<file path="config.mk">
export PLATFORM = sky130hd
export DESIGN_NAME = dual_wheel_speed_ramp
export DESIGN_NICKNAME = d
export VERILOG_FILES = /design/src/rtl/core/dwsr_pkg.sv /design/src/rtl/core/dwsr_lane.sv /design/src/rtl/core/dual_wheel_speed_ramp.sv
export SDC_FILE = /design/constraint.sdc
export NUM_CORES = 1
export LEC_CHECK = 0
export CAP_MARGIN = 40
export CORE_UTILIZATION = 60
export DETAILED_ROUTE_END_ITERATION = 10
export DONT_BUFFER_PORTS = 1
export MAX_ROUTING_LAYER = met4
export PLACE_DENSITY = 0.77
export SETUP_SLACK_MARGIN = 0.02
export SLEW_MARGIN = 20
export SYNTH_ARGS = -nofsm -noshare
export SYNTH_HDL_FRONTEND = slang
export SYNTH_SLANG_ARGS = --single-unit
</file>
<file path="constraint.sdc">
create_clock -name clk -period 6.6 [get_ports clk]
set_clock_uncertainty 0.05 [all_clocks]
set_input_delay 0.66 -clock clk [delete_from_list [all_inputs] [get_ports clk]]
set_output_delay 0.66 -clock clk [all_outputs]
set_load 0.02 [all_outputs]
</file>
<file path="src/rtl/core/dwsr_pkg.sv">
package dwsr_pkg;

  localparam int KIND_W   = 2;
  localparam int SEL_W    = 2;
  localparam int TARGET_W = 17;
  localparam int COMMON_W = 16;
  localparam int STEP_W   = 12;
  localparam int IVAL_W   = 16;
  localparam int CFG_IDX_W  = 8;
  localparam int CFG_DATA_W = 16;

  localparam logic [KIND_W-1:0] KIND_TICK   = 2'd0;
  localparam logic [KIND_W-1:0] KIND_WHEELS = 2'd1;
  localparam logic [KIND_W-1:0] KIND_MAG    = 2'd2;

  localparam logic [SEL_W-1:0] SEL_RIGHT = 2'd0;
  localparam logic [SEL_W-1:0] SEL_LEFT  = 2'd1;
  localparam logic [SEL_W-1:0] SEL_BOTH  = 2'd2;

  localparam logic [CFG_IDX_W-1:0] CFG_RAMP_STEP     = 8'd0;
  localparam logic [CFG_IDX_W-1:0] CFG_STEP_INTERVAL = 8'd1;

  localparam logic [STEP_W-1:0] RAMP_STEP_RST     = 12'd13;
  localparam logic [IVAL_W-1:0] STEP_INTERVAL_RST = 16'd20;

  typedef struct packed {
    logic                cmd_signed;
    logic [TARGET_W-1:0] target;
    logic                cmd_mag;
    logic [COMMON_W-1:0] common_speed;
    logic                step_en;
    logic [STEP_W-1:0]   step;
  } lane_ctrl_t;

  typedef struct packed {
    logic forward_nxt;
    logic busy_nxt;
  } lane_stat_t;

endpackage

</file>
<file path="src/rtl/core/dwsr_lane.sv">
module dwsr_lane #(
  parameter int SPEED_WIDTH = 16
) (
  input  logic                   clk,
  input  logic                   rst_n,
  input  dwsr_pkg::lane_ctrl_t   ctrl,
  output logic [SPEED_WIDTH-1:0] speed_nxt,
  output dwsr_pkg::lane_stat_t   stat
);
  import dwsr_pkg::*;

  localparam int AW = (SPEED_WIDTH > STEP_W ? SPEED_WIDTH : STEP_W) + 1;
  localparam int SW33 = 33;

  logic [SPEED_WIDTH-1:0] sp_r, sp_nxt;
  logic [SPEED_WIDTH-1:0] goal_r, goal_nxt;
  logic                   dir_r, dir_nxt;
  logic                   pend_r, pend_nxt;

  logic                   fwd;
  logic [TARGET_W-1:0]    neg_target;
  logic [TARGET_W-1:0]    mag;
  logic [SW33-1:0]        mag33, com33, max33;
  logic [SPEED_WIDTH-1:0] goal_cmd, goal_com;

  logic [SPEED_WIDTH-1:0] eff;
  logic [AW-1:0]          sp_ext, eff_ext, step_ext, sum, diff, sub;
  logic [SPEED_WIDTH-1:0] sp_step;

  // magnitude and direction of a signed command
  assign fwd        = ~ctrl.target[TARGET_W-1];
  assign neg_target = ~ctrl.target + {{(TARGET_W-1){1'b0}}, 1'b1};
  assign mag        = fwd ? ctrl.target : neg_target;

  assign mag33 = {{(SW33-TARGET_W){1'b0}}, mag};
  assign com33 = {{(SW33-COMMON_W){1'b0}}, ctrl.common_speed};
  assign max33 = {{(SW33-SPEED_WIDTH){1'b0}}, {SPEED_WIDTH{1'b1}}};

  assign goal_cmd = (mag33 > max33) ? {SPEED_WIDTH{1'b1}} : mag33[SPEED_WIDTH-1:0];
  assign goal_com = (com33 > max33) ? {SPEED_WIDTH{1'b1}} : com33[SPEED_WIDTH-1:0];

  // one ramp step toward the effective goal
  assign eff      = pend_r ? '0 : goal_r;
  assign sp_ext   = {{(AW-SPEED_WIDTH){1'b0}}, sp_r};
  assign eff_ext  = {{(AW-SPEED_WIDTH){1'b0}}, eff};
  assign step_ext = {{(AW-STEP_W){1'b0}}, ctrl.step};
  assign sum      = sp_ext + step_ext;
  assign diff     = sp_ext - eff_ext;
  assign sub      = sp_ext - step_ext;

  always_comb begin
    if (sp_r < eff) begin
      sp_step = (sum > eff_ext) ? eff : sum[SPEED_WIDTH-1:0];
    end else if (sp_r > eff) begin
      sp_step = (diff > step_ext) ? sub[SPEED_WIDTH-1:0] : eff;
    end else begin
      sp_step = sp_r;
    end
  end

  always_comb begin
    sp_nxt   = sp_r;
    goal_nxt = goal_r;
    dir_nxt  = dir_r;
    pend_nxt = pend_r;
    if (ctrl.cmd_signed) begin
      goal_nxt = goal_cmd;
      pend_nxt = pend_r | (fwd != dir_r);
    end else if (ctrl.cmd_mag) begin
      goal_nxt = goal_com;
    end else if (ctrl.step_en) begin
      sp_nxt = sp_step;
    end
    // reversal completes once the wheel is stopped
    if ((ctrl.cmd_signed || ctrl.step_en) && pend_nxt && (sp_nxt == '0)) begin
      dir_nxt  = ~dir_r;
      pend_nxt = 1'b0;
    end
  end

  always_ff @(posedge clk) begin
    if (!rst_n) begin
      sp_r   <= '0;
      goal_r <= '0;
      dir_r  <= 1'b0;
      pend_r <= 1'b0;
    end else begin
      sp_r   <= sp_nxt;
      goal_r <= goal_nxt;
      dir_r  <= dir_nxt;
      pend_r <= pend_nxt;
    end
  end

  assign speed_nxt        = sp_nxt;
  assign stat.forward_nxt = dir_nxt;
  assign stat.busy_nxt    = pend_nxt | (sp_nxt != (pend_nxt ? '0 : goal_nxt));

endmodule

</file>
<file path="src/rtl/core/dual_wheel_speed_ramp.sv">
// Two-wheel speed setpoint ramp. Each input word is a timer tick or a command and
// gives exactly one result word with both setpoints, directions, busy and reject
// flags. A word is taken every clock cycle unless the output register is stalled:
// both wheel lanes compute their next setpoint in the same cycle (one add, compare
// and clamp each) and the result is held in a single output register, which frees
// itself in the cycle it is taken. Commands that arrive while a ramp is in progress
// are rejected unchanged. Configuration is one register write per cycle: index 0 is
// the ramp step, index 1 the number of ticks between steps.
module dual_wheel_speed_ramp #(
  parameter int SPEED_WIDTH = 16
) (
  input  logic        clk,
  input  logic        rst_n,
  input  logic        in_tvalid,
  output logic        in_tready,
  // right_target, left_target, common_speed, zero pad
  input  logic [55:0] in_tdata,
  // kind, motor_select
  input  logic [3:0]  in_tuser,
  output logic        out_tvalid,
  input  logic        out_tready,
  // right_speed, left_speed, right_forward, left_forward, busy_res, rejected, zero pad
  output logic [((2*SPEED_WIDTH+4+7)/8)*8-1:0] out_tdata,
  input  logic                                cfg_valid,
  output logic                                cfg_ready,
  input  logic [dwsr_pkg::CFG_IDX_W-1:0]      cfg_index,
  input  logic [dwsr_pkg::CFG_DATA_W-1:0]     cfg_data
);
  import dwsr_pkg::*;

  localparam int RES_W = 2*SPEED_WIDTH + 4;
  localparam int OUT_W = ((RES_W + 7) / 8) * 8;

  logic [STEP_W-1:0] ramp_step_r;
  logic [IVAL_W-1:0] step_interval_r;
  logic [IVAL_W-1:0] tick_r, tick_nxt;
  logic              ramping_r, ramping_nxt;
  logic              out_valid_r;
  logic [OUT_W-1:0]  out_data_r;

  logic                accept;
  logic [KIND_W-1:0]   kind;
  logic [SEL_W-1:0]    sel;
  logic                is_cmd, is_tick, cmd_take, tick_hit, rej;
  logic [IVAL_W-1:0]   ival;
  logic [IVAL_W:0]     tick_inc;
  logic [STEP_W-1:0]   step_eff;

  lane_ctrl_t             r_ctrl, l_ctrl;
  lane_stat_t             r_stat, l_stat;
  logic [SPEED_WIDTH-1:0] r_speed, l_speed;
  logic [RES_W-1:0]       result;

  assign kind      = in_tuser[1:0];
  assign sel       = in_tuser[3:2];
  assign in_tready = !out_valid_r || out_tready;
  assign accept    = in_tvalid && in_tready;
  assign cfg_ready = 1'b1;

  assign is_tick  = (kind == KIND_TICK);
  assign is_cmd   = (kind == KIND_WHEELS) || (kind == KIND_MAG);
  assign rej      = is_cmd && ramping_r;
  assign ival     = (step_interval_r == '0) ? {{(IVAL_W-1){1'b0}}, 1'b1} : step_interval_r;
  assign tick_inc = {1'b0, tick_r} + {{IVAL_W{1'b0}}, 1'b1};
  assign tick_hit = tick_inc >= {1'b0, ival};
  assign step_eff = (ramp_step_r == '0) ? {{(STEP_W-1){1'b0}}, 1'b1} : ramp_step_r;
  assign cmd_take = accept && !ramping_r &&
                    ((kind == KIND_WHEELS) ||
                     ((kind == KIND_MAG) && (sel inside {SEL_RIGHT, SEL_LEFT, SEL_BOTH})));

  // lane controls
  always_comb begin
    r_ctrl.cmd_signed   = accept && !ramping_r && (kind == KIND_WHEELS);
    r_ctrl.target       = in_tdata[16:0];
    r_ctrl.cmd_mag      = accept && !ramping_r && (kind == KIND_MAG) &&
                          (sel inside {SEL_RIGHT, SEL_BOTH});
    r_ctrl.common_speed = in_tdata[49:34];
    r_ctrl.step_en      = accept && is_tick && ramping_r && tick_hit;
    r_ctrl.step         = step_eff;
    l_ctrl              = r_ctrl;
    l_ctrl.target       = in_tdata[33:17];
    l_ctrl.cmd_mag      = accept && !ramping_r && (kind == KIND_MAG) &&
                          (sel inside {SEL_LEFT, SEL_BOTH});
  end

  dwsr_lane #(.SPEED_WIDTH(SPEED_WIDTH)) u_right (
    .clk       (clk),
    .rst_n     (rst_n),
    .ctrl      (r_ctrl),
    .speed_nxt (r_speed),
    .stat      (r_stat)
  );

  dwsr_lane #(.SPEED_WIDTH(SPEED_WIDTH)) u_left (
    .clk       (clk),
    .rst_n     (rst_n),
    .ctrl      (l_ctrl),
    .speed_nxt (l_speed),
    .stat      (l_stat)
  );

  // merge lanes
  always_comb begin
    ramping_nxt = ramping_r;
    tick_nxt    = tick_r;
    if (accept) begin
      ramping_nxt = r_stat.busy_nxt || l_stat.busy_nxt;
      if (is_tick && ramping_r) begin
        tick_nxt = tick_hit ? '0 : tick_inc[IVAL_W-1:0];
      end else if (cmd_take) begin
        tick_nxt = '0;
      end
    end
  end

  assign result = {rej, ramping_nxt, l_stat.forward_nxt, r_stat.forward_nxt, l_speed, r_speed};

  always_ff @(posedge clk) begin
    if (!rst_n) begin
      ramp_step_r     <= RAMP_STEP_RST;
      step_interval_r <= STEP_INTERVAL_RST;
      tick_r          <= '0;
      ramping_r       <= 1'b0;
      out_valid_r     <= 1'b0;
    end else begin
      tick_r    <= tick_nxt;
      ramping_r <= ramping_nxt;
      if (cfg_valid) begin
        case (cfg_index)
          CFG_RAMP_STEP:     ramp_step_r     <= cfg_data[STEP_W-1:0];
          CFG_STEP_INTERVAL: step_interval_r <= cfg_data[IVAL_W-1:0];
          default: ;
        endcase
      end
      if (accept) begin
        out_valid_r <= 1'b1;
      end else if (out_tready) begin
        out_valid_r <= 1'b0;
      end
    end
  end

  always_ff @(posedge clk) begin
    if (accept) begin
      out_data_r <= {{(OUT_W-RES_W){1'b0}}, result};
    end
  end

  assign out_tvalid = out_valid_r;
  assign out_tdata  = out_data_r;

endmodule
</file>
==> reports/metrics.cfg <==
[outcome]
status = completed

[finish]
design.final.nets = 2215
multiInputGateArea_um2 = 11500
diode_insertion_count_for_antenna_repair = 0
final_layout_size_suffix_gt1_share_pct = 20.3
area.sequential_um2 = 3380
filler_cell_count = 1766
final_area_um2 = 17900
area_growth_syn_to_layout_pct = 20.1

[drt]
drt_pass1_iterations = 9
drt_first_iter_violations = 1884
drt-vias-per-instance = 6.79
final_antenna_net_count = 0
route.detailed.drc = 0
drt_wl_total_mm = 53.9
mean_routed_wirelength_per_cell_um = 23.5
total_via_count_in_the_routed_design = 15580

[yosys]
mappedNetlistArea_um2 = 14900
synthFlopType = sky130_fd_sc_hd__dfxtp_1
synth_area_per_cell_um2 = 8.16
synth_enable_flop_cells = 36
yosysUniqueCellTypes = 96
syn_inst = 1829
synth-seq-area-share_pct = 22.5
ys_async_sr_fraction_pct = 0
yosys_register_bits = 150
synth.yosys.warnings = 0

[floorplan]
die_w_um = 160
core.rowCount = 57
die_area_um2 = 25500
die-height_um = 160
core_um2 = 24400
num_io_pins = 132
initial_utilization_pct = 61.2

[global_route]
number_of_global_route_vias_before_repair = 14415
grt_util_met1_pct = 51.3
global_route.usage.total_pct = 40.6
global_route.usage.met3_pct = 6.18
use_met2_pct = 62.7
grt_first_pass_wirelength_mm = 78.5
grt_max_degree = 73
grt_antenna_before_repair = 0
busiest_layer = met2
globalRouteOverflowTotal = 0

[critical_path]
critPathTopFamily = compound AO/OA/AOI/OAI gates
critPathMaxFanout = 6
worst_path_largest_cell_delay_ns = 0.55
crit_type = reg -> reg
required_ns = 6.75
end_kind = flop
number_of_buffer_and_inverter_instances_along_the_worst_setup_path = 3
crit_slowest_cell = sky130_fd_sc_hd__or4b_4
worst-endpoint-arrival_ns = 6.73
setup.worst_path.start_class = flop

[sta]
maxClockFrequency_mhz = 152
final_count_of_hold_timing_violations = 0
max_slew_headroom_pct = 45.0
finalCriticalPeriod_ns = 6.57
finalSetupViolations = 0
timing_worst_slew_pin_value_ns = 0.822
post-route-worst-setup-slack_ns = 0.0258
min_period_over_period_pct = 99.6
final-max-slew-violation-count = 0

[clock_tree]
cts_inserted_buffers = 17
post_cts_hold_buffer_count = 0
clk_pin_slew_ns = 0.08
clock_insertion_delay_worst_skew_ns = 0.45
cts-htree-levels = 4
cts-root-to-sink-buffers = 2
clk_root_buffer_cell = sky130_fd_sc_hd__clkbuf_16
cts.sinks = 150
cts_tree = done

[power]
power_report.internal_total_w = 0.00187
cellLeakagePower_nw = 8.09
clock_power_share_pct = 37.8
vdd.ir_drop.worst_mv = 0.172
switching_share_pct = 34.5
comb_power_share_pct = 27.4
sequentialPowerShare_pct = 34.9
power_switching_w = 0.000982
power_per_cell_area_nw_per_um2 = 159

[placed_design]
hpwlAfterDp_mm = 40.1
gp_routability_congestion = 1.07
dpl_worst_slack_ns = -0.436
place.port_buffers = 0
detailed_place.area_um2 = 16300

[hold_path]
worstHoldPathType = in -> reg

[run]
cap_violations = 0

[registers in the layout, indices dropped and copies added, names as in the netlist]
signal           cells
out_tdata           36
out_tvalid           1
ramp_step_r         12
ramping_r            1
step_interval_r     16
tick_r              16
u_left.dir_r         1
u_left.goal_r       16
u_left.pend_r        1
u_left.sp_r         16
u_right.dir_r        1
u_right.goal_r      16
u_right.pend_r       1
u_right.sp_r        16
[cell usage in the layout (no fill, tap or decap), types with 11 or more instances in the layout]
cell / count
sky130_fd_sc_hd__buf_4: 180
sky130_fd_sc_hd__o31ai_1: 14
sky130_fd_sc_hd__nand2_1: 104
sky130_fd_sc_hd__nand3_1: 38
sky130_fd_sc_hd__mux2_2: 19
sky130_fd_sc_hd__ha_1: 148
sky130_fd_sc_hd__or3_1: 13
sky130_fd_sc_hd__clkbuf_16: 19
sky130_fd_sc_hd__nor4_1: 12
sky130_fd_sc_hd__a211oi_1: 18
sky130_fd_sc_hd__inv_1: 108
sky130_fd_sc_hd__o21ai_0: 63
sky130_fd_sc_hd__dfxtp_1: 105
sky130_fd_sc_hd__nor3_1: 40
sky130_fd_sc_hd__and2_1: 49
sky130_fd_sc_hd__nor2_1: 156
sky130_fd_sc_hd__nor2b_1: 35
sky130_fd_sc_hd__a22oi_1: 31
sky130_fd_sc_hd__edfxtp_1: 36
sky130_fd_sc_hd__xor2_1: 53
sky130_fd_sc_hd__a21oi_1: 98
sky130_fd_sc_hd__nand4_1: 20
sky130_fd_sc_hd__and3_1: 16
sky130_fd_sc_hd__xnor2_1: 69
sky130_fd_sc_hd__a31oi_1: 17
sky130_fd_sc_hd__or2_2: 11
sky130_fd_sc_hd__nand2b_1: 41
sky130_fd_sc_hd__mux2i_1: 81
sky130_fd_sc_hd__a21o_1: 31
sky130_fd_sc_hd__o211ai_1: 18
[cells by family (layout without fill, tap and decap cells)]
group,Yosys count,after routing,share of synthesized area [%]
buffers and inverters,201,341,5.59
adder cells (fa/ha/maj),167,167,14.3
AND/OR/NAND/NOR,614,614,21.4
flip-flops,150,150,22.5
multiplexers,106,106,7.31
other,2,5,0.0503
XOR/XNOR,126,126,7.39
AO/OA/AOI/OAI,463,463,21.5
[synth_stat cells (18+ instances only)]
| library cell | n | area share [%] |
|---|---|---|
| sky130_fd_sc_hd__xnor2_1 | 72 | 4.2 |
| sky130_fd_sc_hd__a21oi_1 | 107 | 3.6 |
| sky130_fd_sc_hd__nand2b_1 | 43 | 1.8 |
| sky130_fd_sc_hd__nand4_1 | 20 | 0.84 |
| sky130_fd_sc_hd__nand2_1 | 106 | 2.7 |
| sky130_fd_sc_hd__nand3_1 | 39 | 1.3 |
| sky130_fd_sc_hd__ha_1 | 161 | 13 |
| sky130_fd_sc_hd__a21o_1 | 31 | 1.6 |
| sky130_fd_sc_hd__o211ai_1 | 18 | 0.90 |
| sky130_fd_sc_hd__and2_1 | 50 | 2.1 |
| sky130_fd_sc_hd__nor4_1 | 19 | 0.80 |
| sky130_fd_sc_hd__xor2_1 | 54 | 3.2 |
| sky130_fd_sc_hd__edfxtp_1 | 36 | 7.2 |
| sky130_fd_sc_hd__mux2i_1 | 85 | 5.7 |
| sky130_fd_sc_hd__mux2_2 | 20 | 1.5 |
| sky130_fd_sc_hd__nor2b_1 | 44 | 1.8 |
| sky130_fd_sc_hd__buf_2 | 20 | 0.67 |
| sky130_fd_sc_hd__inv_1 | 113 | 2.8 |
| sky130_fd_sc_hd__dfxtp_1 | 114 | 15 |
| sky130_fd_sc_hd__a31oi_1 | 20 | 0.84 |
| sky130_fd_sc_hd__a211oi_1 | 20 | 1.0 |
| sky130_fd_sc_hd__a22oi_1 | 34 | 1.7 |
| sky130_fd_sc_hd__nor3_1 | 43 | 1.4 |
| sky130_fd_sc_hd__clkbuf_1 | 55 | 1.4 |
| sky130_fd_sc_hd__nor2_1 | 159 | 4.0 |
| sky130_fd_sc_hd__o21ai_0 | 70 | 2.3 |
[final cells by class]
class	count	area share, %
clock buffer	18	2.45
clock inverter	14	0.998
inverter	114	2.39
multi-input combinational	1481	64.3
sequential	150	18.8
tap	324	2.26
timing repair buffer	195	8.73
[power by group through the flow]
stage | Sequential [W] | Combinational [W] | Clock [W]
after floorplan | 0.00101 | 0.000477 | 0
after global placement | 0.00101 | 0.000650 | 0
after detailed placement | 0.00101 | 0.000670 | 0
after CTS | 0.000991 | 0.000689 | 0.00106
after global routing | 0.000994 | 0.000833 | 0.00111
final | 0.000993 | 0.000779 | 0.00108
[timing repair]
item	4_1_cts	5_1_grt
endpoints found under the hold margin	0	0
gates resized for setup	26	144
endpoints found under the setup margin	2	4
buffers inserted	3	13
cloned	0	2
pin swaps	5	55
[worst paths after layout]
kind / start / to / slack, ns / depth (start not counted)
setup / recovery: u_left.goal_r[4]$_SDFF_PN0_ / out_tdata[34]$_DFFE_PP_ / 0.03 / 29
hold / removal: rst_n / step_interval_r[4]$_SDFFE_PN1P_ / 0.24 / 1
setup reg to reg: u_left.goal_r[4]$_SDFF_PN0_ / out_tdata[34]$_DFFE_PP_ / 0.03 / 29
hold reg to reg: ramp_step_r[0]$_SDFFE_PN1P_ / ramp_step_r[0]$_SDFFE_PN1P_ / 0.47 / 2
[routing by layer]
metal	up-vias	routed length (um)
met2	1139	23500
met3	267	6170
met4	0	3780
met1	7260	20500
li1	6914	-
met5	-	0
[metrics by stage]
step	TNS (ns)	hold WS (ns)	utilization, %	cells	total power [W]
2_1_floorplan	0	0.393	-	1832	0.00148
3_3_place_gp	-0.640	0.410	66.7	2241	0.00166
3_5_place_dp	-0.754	0.414	66.8	2245	0.00168
4_1_cts	0	0.238	69.9	2280	0.00274
5_1_grt	-0.109	0.236	73.5	2296	0.00294
6_report	0	0.238	73.5	2296	0.00285
(Power assumes the default switching activity.)
